<file path="src/hw/rtl/lfu_pkg.sv">
// Shared types and constants of the LFU cache replacement block.
package lfu_pkg;

  localparam int unsigned CapBits  = 5;
  localparam int unsigned CapReset = 16;
  localparam int unsigned SizeBits = 9;

  localparam logic OpGet = 1'b0;
  localparam logic OpSet = 1'b1;

  typedef struct packed {
    logic               operation;
    logic signed [31:0] key;
    logic signed [31:0] value;
  } lfu_req_t;

  typedef struct packed {
    logic               hit;
    logic signed [31:0] read_value;
    logic               evicted;
    logic signed [31:0] evicted_key;
  } lfu_rsp_t;

endpackage

</file>
<file path="src/hw/rtl/lfu_ram.sv">
// Generic simple dual-port RAM with one write port and a registered read port.
module lfu_ram #(
  parameter int unsigned WIDTH = 8,
  parameter int unsigned DEPTH = 16
) (
  input  logic                                      clk_i,
  input  logic                                      we_i,
  input  logic [(DEPTH > 1 ? $clog2(DEPTH) : 1)-1:0] waddr_i,
  input  logic [WIDTH-1:0]                          wdata_i,
  input  logic [(DEPTH > 1 ? $clog2(DEPTH) : 1)-1:0] raddr_i,
  output logic [WIDTH-1:0]                          rdata_o
);

  logic [WIDTH-1:0] mem_q [DEPTH];
  logic [WIDTH-1:0] rdata_q;

  always_ff @(posedge clk_i) begin
    if (we_i) begin
      mem_q[waddr_i] <= wdata_i;
    end
    rdata_q <= mem_q[raddr_i];
  end

  assign rdata_o = rdata_q;

endmodule

</file>
<file path="src/hw/rtl/lfu_cache_replacement.sv">
// Top level of the LFU cache replacement block with LRU tie break.
// A request item (operation, key, value) enters on the input channel when
// in_valid_i is high and in_stall_o is low. Exactly one response item
// (hit, read value, eviction flag, evicted key) leaves on the output
// channel, which holds it while out_stall_i is high.
// The entries live in one RAM with a registered read port. Every item
// first scans all ENTRIES entries, one per cycle, for a key match, the fill
// level, a free slot and the victim with the lowest use count. An item that
// changes the store then makes a second pass that reads every entry,
// updates the recency ranks and writes back the target and valid entries.
// A get miss or a set at zero capacity makes only the scan pass; every
// other item makes both passes over the single RAM before it responds.
// One item is in work at a time, and a new item may enter while the
// previous response still waits on a stall.
// The capacity register is written through cfg_valid_i and cfg_data_i,
// always ready; the user must write it only while the block is idle, as
// the block itself does not enforce this.
// Reset clears all valid marks, sets the capacity to 16 and empties the
// output register; the RAM contents need no clearing.
module lfu_cache_replacement
  import lfu_pkg::*;
#(
  parameter int unsigned ENTRIES    = 16,
  parameter int unsigned COUNT_BITS = 16
) (
  input  logic               clk_i,
  input  logic               rst_ni,
  input  logic               in_valid_i,
  output logic               in_stall_o,
  input  lfu_req_t           in_req_i,
  output logic               out_valid_o,
  input  logic               out_stall_i,
  output lfu_rsp_t           out_rsp_o,
  input  logic               cfg_valid_i,
  output logic               cfg_ready_o,
  input  logic [CapBits-1:0] cfg_data_i
);

  localparam int unsigned IW = ENTRIES > 1 ? $clog2(ENTRIES) : 1;
  localparam int unsigned CW = $clog2(ENTRIES + 1);
  localparam int unsigned EW = 64 + COUNT_BITS + IW;

  localparam logic [1:0] StIdle = 2'd0;
  localparam logic [1:0] StScan = 2'd1;
  localparam logic [1:0] StUpd  = 2'd2;
  localparam logic [1:0] StDone = 2'd3;

  logic [1:0]           state_q, state_d;
  logic [CapBits-1:0]   cap_q;
  logic [ENTRIES-1:0]   valid_q;
  logic [CW-1:0]        cnt_q;
  logic                 rd_pend_q;
  logic [IW-1:0]        rd_idx_q;
  lfu_req_t             req_q;
  logic [CW-1:0]        fill_q;
  logic                 found_q, slot_ok_q, vic_ok_q;
  logic [IW-1:0]        fidx_q, slot_q, vidx_q;
  logic [31:0]          fval_q, vkey_q;
  logic [COUNT_BITS-1:0] fcnt_q, vcnt_q;
  logic [IW-1:0]        frank_q, vrank_q;
  logic [IW-1:0]        tgt_q;
  logic [EW-1:0]        tgt_data_q;
  logic [IW-1:0]        thr_q;
  logic                 inc_all_q;
  lfu_rsp_t             res_q;
  logic                 out_valid_q;
  lfu_rsp_t             out_rsp_q;

  logic                 issue;
  logic [EW-1:0]        rdata;
  logic [31:0]          e_key, e_val;
  logic [COUNT_BITS-1:0] e_cnt;
  logic [IW-1:0]        e_rank;
  logic                 we;
  logic [EW-1:0]        wdata;
  logic                 pass_end;
  logic [SizeBits-1:0]  eff;
  logic                 load_out;
  logic                 set_off;

  assign issue    = (state_q == StScan || state_q == StUpd) && cnt_q < CW'(ENTRIES);
  assign pass_end = cnt_q == CW'(ENTRIES) && !rd_pend_q;
  assign e_key    = rdata[EW-1 -: 32];
  assign e_val    = rdata[EW-33 -: 32];
  assign e_cnt    = rdata[IW +: COUNT_BITS];
  assign e_rank   = rdata[IW-1:0];
  assign eff      = (SizeBits'(cap_q) > SizeBits'(ENTRIES)) ? SizeBits'(ENTRIES)
                                                           : SizeBits'(cap_q);
  assign load_out = state_q == StDone && (!out_valid_q || !out_stall_i);
  assign set_off  = req_q.operation == OpSet && eff == '0;

  always_comb begin
    we    = 1'b0;
    wdata = rdata;
    if (state_q == StUpd && rd_pend_q) begin
      if (rd_idx_q == tgt_q) begin
        we    = 1'b1;
        wdata = tgt_data_q;
      end else if (valid_q[rd_idx_q]) begin
        we = 1'b1;
        if (inc_all_q || e_rank < thr_q) begin
          wdata[IW-1:0] = e_rank + IW'(1);
        end
      end
    end
  end

  lfu_ram #(
    .WIDTH(EW),
    .DEPTH(ENTRIES)
  ) u_ram (
    .clk_i  (clk_i),
    .we_i   (we),
    .waddr_i(rd_idx_q),
    .wdata_i(wdata),
    .raddr_i(cnt_q[IW-1:0]),
    .rdata_o(rdata)
  );

  always_comb begin
    state_d = state_q;
    case (state_q)
      StIdle:  if (in_valid_i) state_d = StScan;
      StScan:  if (pass_end) state_d = StDone;
      StUpd:   if (pass_end) state_d = StDone;
      StDone:  if (load_out) state_d = StIdle;
      default: state_d = StIdle;
    endcase
    if (state_q == StScan && pass_end && found_q && !set_off) begin
      state_d = StUpd;
    end
    if (state_q == StScan && pass_end && !found_q && req_q.operation == OpSet &&
        eff != '0) begin
      state_d = StUpd;
    end
  end

  always_ff @(posedge clk_i or negedge rst_ni) begin
    if (!rst_ni) begin
      state_q     <= StIdle;
      cap_q       <= CapBits'(CapReset);
      valid_q     <= '0;
      cnt_q       <= '0;
      rd_pend_q   <= 1'b0;
      out_valid_q <= 1'b0;
    end else begin
      state_q   <= state_d;
      rd_pend_q <= issue;
      if (cfg_valid_i) begin
        cap_q <= cfg_data_i;
      end
      if (issue) begin
        cnt_q <= cnt_q + CW'(1);
      end else if (pass_end) begin
        cnt_q <= '0;
      end
      if (state_q == StScan && pass_end && !found_q && req_q.operation == OpSet &&
          eff != '0 && SizeBits'(fill_q) < eff) begin
        valid_q[slot_q] <= 1'b1;
      end
      if (load_out) begin
        out_valid_q <= 1'b1;
      end else if (!out_stall_i) begin
        out_valid_q <= 1'b0;
      end
    end
  end

  always_ff @(posedge clk_i) begin
    rd_idx_q <= cnt_q[IW-1:0];
    if (load_out) begin
      out_rsp_q <= res_q;
    end
    if (state_q == StIdle) begin
      req_q     <= in_req_i;
      fill_q    <= '0;
      found_q   <= 1'b0;
      slot_ok_q <= 1'b0;
      vic_ok_q  <= 1'b0;
    end
    if (state_q == StScan && rd_pend_q) begin
      if (valid_q[rd_idx_q]) begin
        fill_q <= fill_q + CW'(1);
        if (!found_q && e_key == req_q.key) begin
          found_q <= 1'b1;
          fidx_q  <= rd_idx_q;
          fval_q  <= e_val;
          fcnt_q  <= e_cnt;
          frank_q <= e_rank;
        end
        if (!vic_ok_q || e_cnt < vcnt_q || (e_cnt == vcnt_q && e_rank > vrank_q)) begin
          vic_ok_q <= 1'b1;
          vidx_q   <= rd_idx_q;
          vkey_q   <= e_key;
          vcnt_q   <= e_cnt;
          vrank_q  <= e_rank;
        end
      end else if (!slot_ok_q) begin
        slot_ok_q <= 1'b1;
        slot_q    <= rd_idx_q;
      end
    end
    if (state_q == StScan && pass_end) begin
      if (found_q && !set_off) begin
        res_q      <= '{hit: 1'b1, read_value: fval_q, evicted: 1'b0, evicted_key: '0};
        inc_all_q  <= 1'b0;
        tgt_q      <= fidx_q;
        thr_q      <= frank_q;
        tgt_data_q <= {req_q.key,
                       (req_q.operation == OpSet) ? req_q.value : fval_q,
                       (fcnt_q == '1) ? fcnt_q : fcnt_q + COUNT_BITS'(1),
                       IW'(0)};
      end else if (req_q.operation == OpSet && eff != '0) begin
        tgt_data_q <= {req_q.key, req_q.value, COUNT_BITS'(0), IW'(0)};
        if (SizeBits'(fill_q) >= eff) begin
          res_q     <= '{hit: 1'b0, read_value: '0, evicted: 1'b1, evicted_key: vkey_q};
          inc_all_q <= 1'b0;
          tgt_q     <= vidx_q;
          thr_q     <= vrank_q;
        end else begin
          res_q     <= '0;
          tgt_q     <= slot_q;
          inc_all_q <= 1'b1;
        end
      end else begin
        res_q     <= '0;
        inc_all_q <= 1'b0;
      end
    end
  end

  assign in_stall_o  = state_q != StIdle;
  assign out_valid_o = out_valid_q;
  assign out_rsp_o   = out_rsp_q;
  assign cfg_ready_o = 1'b1;

  assert property (@(posedge clk_i) disable iff (!rst_ni) we |-> state_q == StUpd)
    else $error("RAM written outside the update pass.");
  assert property (@(posedge clk_i) disable iff (!rst_ni)
    load_out |-> !(res_q.hit && res_q.evicted))
    else $error("Response reports both a hit and an eviction.");
  assert property (@(posedge clk_i) disable iff (!rst_ni)
    state_q == StDone |=> state_q == StDone || state_q == StIdle)
    else $error("Done state left for a pass.");
  assert property (@(posedge clk_i) disable iff (!rst_ni)
    rd_pend_q |-> state_q == StScan || state_q == StUpd)
    else $error("Pending RAM read outside a pass.");

endmodule

</file>
<file path="config.mk">
export PLATFORM = sky130hd
export DESIGN_NAME = lfu_cache_replacement
export DESIGN_NICKNAME = d
export VERILOG_FILES = /design/src/hw/rtl/lfu_pkg.sv /design/src/hw/rtl/lfu_ram.sv /design/src/hw/rtl/lfu_cache_replacement.sv
export SDC_FILE = /design/constraint.sdc
export NUM_CORES = 2
export LEC_CHECK = 0
export ABC_AREA = 0
export BUFFER_PORTS_ARGS = -buffer_cell sky130_fd_sc_hd__buf_2
export CAP_MARGIN = 0
export CORE_ASPECT_RATIO = 1.4
export CORE_UTILIZATION = 49
export DETAILED_ROUTE_END_ITERATION = 8
export PLACE_DENSITY_LB_ADDON = 0.3
export SYNTH_ARGS = -nofsm -noshare
export SYNTH_HDL_FRONTEND = slang
export SYNTH_HIERARCHICAL = 1
export SYNTH_SLANG_ARGS = --single-unit
</file>
<file path="constraint.sdc">
create_clock -name clk_i -period 24.9 [get_ports clk_i]
set_input_delay 3.735 -clock clk_i [delete_from_list [all_inputs] [get_ports clk_i]]
set_output_delay 3.735 -clock clk_i [all_outputs]
set_load 0.01 [all_outputs]
</file>
## Word level (Yosys, flattened, before mapping)

Memory sizes are Yosys's and may differ from the RTL's. A register that Yosys moved wholly into a read port is not among the register bits.
Index checks and enable logic that the tools add are counted.

- Multiplexer cells: 54
- Reductions and logical operators: 45
- Equality and inequality tests: 12
- Magnitude comparators: 10
- Add/subtract/negate cells: 4
- Bitwise operators: 5

Operator list:

| kind | number |
|---|---|
| 84-bit 2-to-1 mux | 3 |
| 80-bit 2-to-1 mux | 1 |
| 33-bit 2-to-1 mux | 2 |
| 65-bit 2-to-1 mux | 1 |
| 4-bit 2-to-1 mux | 9 |
| 32-bit == test | 1 |
| 32-bit 2-to-1 mux | 1 |
| 5-bit 2-to-1 mux | 6 |
| 1-bit 2-to-1 mux | 22 |
| 1-bit logical AND | 18 |
| 16-bit by 1-bit adder with 16-bit output, second input constant | 1 |
| 16-bit == test | 1 |
| 16-bit == test, second input constant | 1 |
| 16-bit < comparator | 1 |
| 16-bit 2-to-1 mux | 1 |
| 16-bit OR | 1 |
| 3-bit AND reduction | 5 |
| 5-bit by 1-bit adder with 5-bit output, second input constant | 2 |
| 4-bit by 5-bit < comparator with 1-bit output, second input constant | 2 |
| 2-bit 2-to-1 mux | 5 |
| 9-bit logical NOT | 1 |
| 9-bit nonzero test | 1 |
| 2-bit nonzero test | 4 |
| 1-bit logical NOT | 6 |
| other kinds (25) | 34 |

- Register bits after elaboration: 444
- Memories: 1
- RAM bits: 1344
- Logic and storage cells: 166

Memory list:

| name | depth | bits a word | read ports | clocked after Yosys merged registers in | wr ports | RTL line | source |
|---|---|---|---|---|---|---|---|
| u_ram.mem_q | 16 | 84 | 1 | 1 | 1 | lfu_ram.sv:14 | `logic [WIDTH-1:0] mem_q [DEPTH];` |

## Logic depth before layout (Yosys ltp)

- Depth in word-level cells: 8
- Mapped depth: 9
- Gate-level depth less buffers: 9

## Hierarchy

The synthesis kept the hierarchy.

By module, submodules not included:

| module | cells an instance | instances | area an instance (sq um) |
|---|---|---|---|
| lfu_ram | 2154 | 1 | 52052.4 |
| lfu_cache_replacement | 1025 | 1 | 17510.5 |

## Worst setup path after synthesis

OpenSTA, ideal clock, no wires.

- Path type: input-to-reg
- Start: input port out_stall_i
- End: register out_rsp_q (netlist bit out_rsp_o[0]), enable pin
- Library setup time: 590 ps
- Arrival time: 8547 ps
- Path slack: 15763 ps
- Stages on the path: 1
- Required time: 24310 ps
- Buffers on the path: 0
- Cell sequence: a21boi_0

- Cells in the longest elaborated chain, start to end: 3

RTL lines:

| item | RTL line | source |
|---|---|---|
| from (decl) | lfu_cache_replacement.sv:32 | `input logic out_stall_i,` |
| 1-bit logical NOT | -- |  |
| 1-bit logical OR | lfu_cache_replacement.sv:89 | `assign load_out = state_q == StDone && (!out_valid_q \|\| !out_stall_i);` |
| 1-bit logical AND | lfu_cache_replacement.sv:89 |  |
| to (signal assigned) | lfu_cache_replacement.sv:172 | `out_rsp_q <= res_q;` |
| to (decl) | lfu_cache_replacement.sv:67 | `lfu_rsp_t out_rsp_q;` |

Every way passes these cells.
A chain may end at the register's enable or synchronous reset.

## Worst setup path in the final report

- Start: register state_q[0]
- End: output port in_stall_o

- Cells in the longest elaborated chain, start to end: 1

RTL lines:

| item | RTL line | source |
|---|---|---|
| from (decl) | lfu_cache_replacement.sv:48 | `logic [1:0] state_q, state_d;` |
| from (signal assigned) | lfu_cache_replacement.sv:140 | `state_q <= StIdle;` |
| from (signal assigned) | lfu_cache_replacement.sv:147 | `state_q <= state_d;` |
| 2-bit nonzero test | lfu_cache_replacement.sv:232 | `assign in_stall_o = state_q != StIdle;` |
| to (decl) | lfu_cache_replacement.sv:29 | `output logic in_stall_o,` |

Every way passes these cells.

==> impl_summary.log <==
[metrics] Internal Dissipation: 6.293 mW
[metrics] Relative slew margins: 0.2329
[metrics] number of port buffers: 142
[metrics] sw power: 2.474 mW
[metrics] starting density of the core: 0.4936
[metrics] die outline area: 143500 sq um
[metrics] core region area: 140900 sq um
[metrics] proportion of total power due to net switching: 0.2822
[metrics] Worst-Skew Late Latency: 0.81 ns
[metrics] number of cells on the worst hold path: 0
[metrics] final setup vio count: 0
[metrics] Critical Path RT: 21.16 ns
[metrics] slew at the pin closest to its max-slew limit: 1.151 ns
[metrics] number of cells upsized or downsized after cts: 0
[metrics] EDFF count, synth: 1746
[metrics] Final Max Slew Viols: 0
[metrics] startpoint-to-endpoint class of the critical path: reg2out
[metrics] run status: finished, final reports clean
[metrics] proportion of synthesized flip-flops having asynchronous set or reset: 0.01603
[metrics] total length of routed wires: 152700 um
[metrics] class of the most critical hold timing path: reg2reg
[metrics] CP Launch Type: flip-flop
[metrics] die extent in x: 320.4 um
[metrics] Clk pwr share: 0.307
[metrics] register area share after synthesis: 0.7921
[metrics] number of global-route vias before repair: 32950
[metrics] count of boundary I/O pins: 144
[metrics] fraction of layout instances using a drive strength above 1: 0.2615
[metrics] number of instances in the placed design: 5147
[metrics] final global-route overflow total: 0
[metrics] cell chosen for the clock root: sky130_fd_sc_hd__clkbuf_16
[metrics] unrepaired setup endpoints after global routing: no
[metrics] number of distinct standard cells referenced by the synthesized netlist: 65
[metrics] register bit count reported by yosys: 1872
[metrics] global-route wire length before repair: 221300 um
[metrics] peak fanout along the critical path: 31
[metrics] leakage: 25.59 nW
[metrics] iteration-0 DRC count of the detailed router: 3012
[metrics] Layout Cells excl Fill: 5470
[metrics] worst-case clock buffer depth: 3
[metrics] cell count after synthesis: 3179
[metrics] number of nets at the end of the flow: 3536
[metrics] minimum hold slack: 0.4133 ns
[metrics] Std-Cell Rows: 163
[metrics] worst IR drop on VDD: 0.08783 mV
[metrics] CTS tree: done
[metrics] synthesized cell area: 69560 sq um
[metrics] DR vias: 32070
[metrics] GRT Util Overall: 0.2152
[metrics] synthesized area per cell: 21.88 sq um
[metrics] maximum operating frequency: 0.1633 GHz
[metrics] Total Negative Setup Slacks: 0 ns
[metrics] number of clock buffers inserted by TritonCTS: 171
[metrics] power consumption: 8.767 mW
[metrics] largest net degree at the start of global routing: 124
[metrics] number of nets still failing antenna checks after routing: 0
[metrics] TritonRoute pass-1 iters: 5
[metrics] area growth from synthesis to final layout: 12.89%
[metrics] Avg Vias per Cell: 5.862
[metrics] number of sinks driven by the clock tree: 1872
[metrics] number of maximum-capacitance violations: 0
[metrics] quantity of hold-fixing buffers added after cts: 0
[metrics] Final Hold Viols: 0
[metrics] # Post-CTS Setup Buffers: 0
[metrics] Final Cell Area: 78530 sq um
[metrics] Die Height: 447.8 um
[metrics] Final GP Congestion: 0.7376
[metrics] final clock period utilization by the worst path: 0.2459
[metrics] number of antenna violations at the first check in global routing: 7
[metrics] P per Cell Area: 111.6 nW/um^2
[metrics] reg2reg path depth: 9
[metrics] Critical Path Sink Type: output pin
[metrics] part of the total power dissipated in sequential elements: 0.478
[metrics] Wirelength per Cell: 27.91 um
[metrics] Clock Pin Slew Worst Setup and Hold Paths: 0.06 ns
[metrics] crit path time final: 6.122 ns
[metrics] endpoint arrival time on the critical path: 2.39 ns
[metrics] HPWL after detailed placement: 76480 um
[metrics] area post-placement: 72720 sq um
[metrics] synthesis warning total: 6
[metrics] count of H-tree levels built during CTS: 4
[metrics] synthesized net count: 3292
[metrics] Clock Skew: 0.03077 ns
[metrics] ys flop type: sky130_fd_sc_hd__edfxtp_1
[metrics] remaining design rule violation count: 0
[metrics] relative contribution of combinational cells to total power: 0.215
## stage by stage
step / worst slack [ns] / util
2_1_floorplan: 15.76 / -
3_3_place_gp: 19.35 / 0.5160
3_5_place_dp: 19.32 / 0.5160
4_1_cts: 18.67 / 0.5572
5_1_grt: 18.59 / 0.5572
6_report: 18.78 / 0.5572
## logic make-up after synthesis
logic type / count (synthesis) / share of synthesized area
flip-flops: 1872 / 0.7921
multiplexers: 470 / 0.1307
AND/OR/NAND/NOR: 306 / 0.02223
AO/OA/AOI/OAI: 258 / 0.02977
buffers and inverters: 185 / 0.01210
XOR/XNOR: 49 / 0.006169
adder cells (fa/ha/maj): 38 / 0.006835
other: 1 / 0.00005391
## routing by layer
metal,share of wire,routed length [um],track usage
met1,0.41,63060,0.2945
met2,0.51,77200,0.3622
met3,0.058,8847,0.02989
met4,0.023,3570,0.06205
met5,0,0,0
## power by group through the flow
stage	combinational, mW	sequential [mW]	clock (mW)
floorplan	1.39	4.17	0
global placement	1.88	4.26	0
detailed placement	1.91	4.26	0
CTS	1.92	4.19	2.74
global route	2.05	4.21	2.85
finish	1.89	4.19	2.69
## registers in the layout, summed over array words and instances, names as in the netlist, 5 cells and up
register	cells
u_ram/mem_q	1344
u_ram/rdata_o	84
tgt_data_q	80
out_rsp_o	66
res_q	66
req_q	65
fval_q	32
vkey_q	32
fcnt_q	16
valid_q	16
vcnt_q	16
cap_q	5
cnt_q	5
fill_q	5
## final timing paths
path,from,endpoint,slack (ns)
max in group asynchronous,rst_ni,cnt_q[1]$_DFFE_PN0P_,21.41
hold reg to reg,res_q[24]$_SDFFCE_PP0N_,out_rsp_o[24]$_DFFE_PP_,0.41
setup reg to reg,rd_idx_q[2]$_DFF_P_,u_ram/mem_q[15][65]$_DFFE_PP_,19.87
hold / removal,res_q[24]$_SDFFCE_PP0N_,out_rsp_o[24]$_DFFE_PP_,0.41
setup / recovery,state_q[0]$_DFFE_PN0P_,in_stall_o,18.78
min in group asynchronous,rst_ni,cap_q[1]$_DFFE_PN0P_,2.97
## layout by cell type (no fill, tap or decap), types with 35 or more instances in the layout
cell	n
sky130_fd_sc_hd__edfxtp_1	1746
sky130_fd_sc_hd__mux4_2	338
sky130_fd_sc_hd__clkbuf_16	171
sky130_fd_sc_hd__buf_2	142
sky130_fd_sc_hd__a22oi_1	128
sky130_fd_sc_hd__nand2_1	119
sky130_fd_sc_hd__dfxtp_1	96
sky130_fd_sc_hd__mux2_1	79
sky130_fd_sc_hd__buf_4	67
sky130_fd_sc_hd__inv_1	43
sky130_fd_sc_hd__a22oi_2	40
sky130_fd_sc_hd__and3_1	38
sky130_fd_sc_hd__clkbuf_1	38
sky130_fd_sc_hd__mux2_2	37
sky130_fd_sc_hd__xor2_1	37
sky130_fd_sc_hd__ha_1	37
sky130_fd_sc_hd__and2_1	35
## cell type report
type,count,area [sq um]
antenna,1,2.502
clock buffer,224,4628
clock inverter,98,1179
fill,10350,62400
inverter,45,171.4
multi-input combinational,1122,13810
sequential,1872,55110
tap,1897,2374
timing repair buffer,211,1254
## critical path, cell delays in order (launching register included)
cell and delay, ns:
sky130_fd_sc_hd__dfrtp_1 0.43, sky130_fd_sc_hd__inv_1 0.14, sky130_fd_sc_hd__ha_4 0.51, sky130_fd_sc_hd__inv_1 0.28, sky130_fd_sc_hd__buf_2 0.21
## cell usage after synthesis (all sizes together), types with 36 or more instances
master | n | share of area
edfxtp | 1746 | 0.75
mux4 | 338 | 0.11
a22oi | 168 | 0.021
nand2 | 120 | 0.0065
mux2 | 116 | 0.019
dfxtp | 96 | 0.028
buf | 79 | 0.0064
clkbuf | 61 | 0.0033
inv | 45 | 0.0024
and3 | 38 | 0.0034
ha | 38 | 0.0068
nor2 | 37 | 0.0020
xor2 | 37 | 0.0047
and2 | 36 | 0.0032
(Power assumes the default switching activity.)
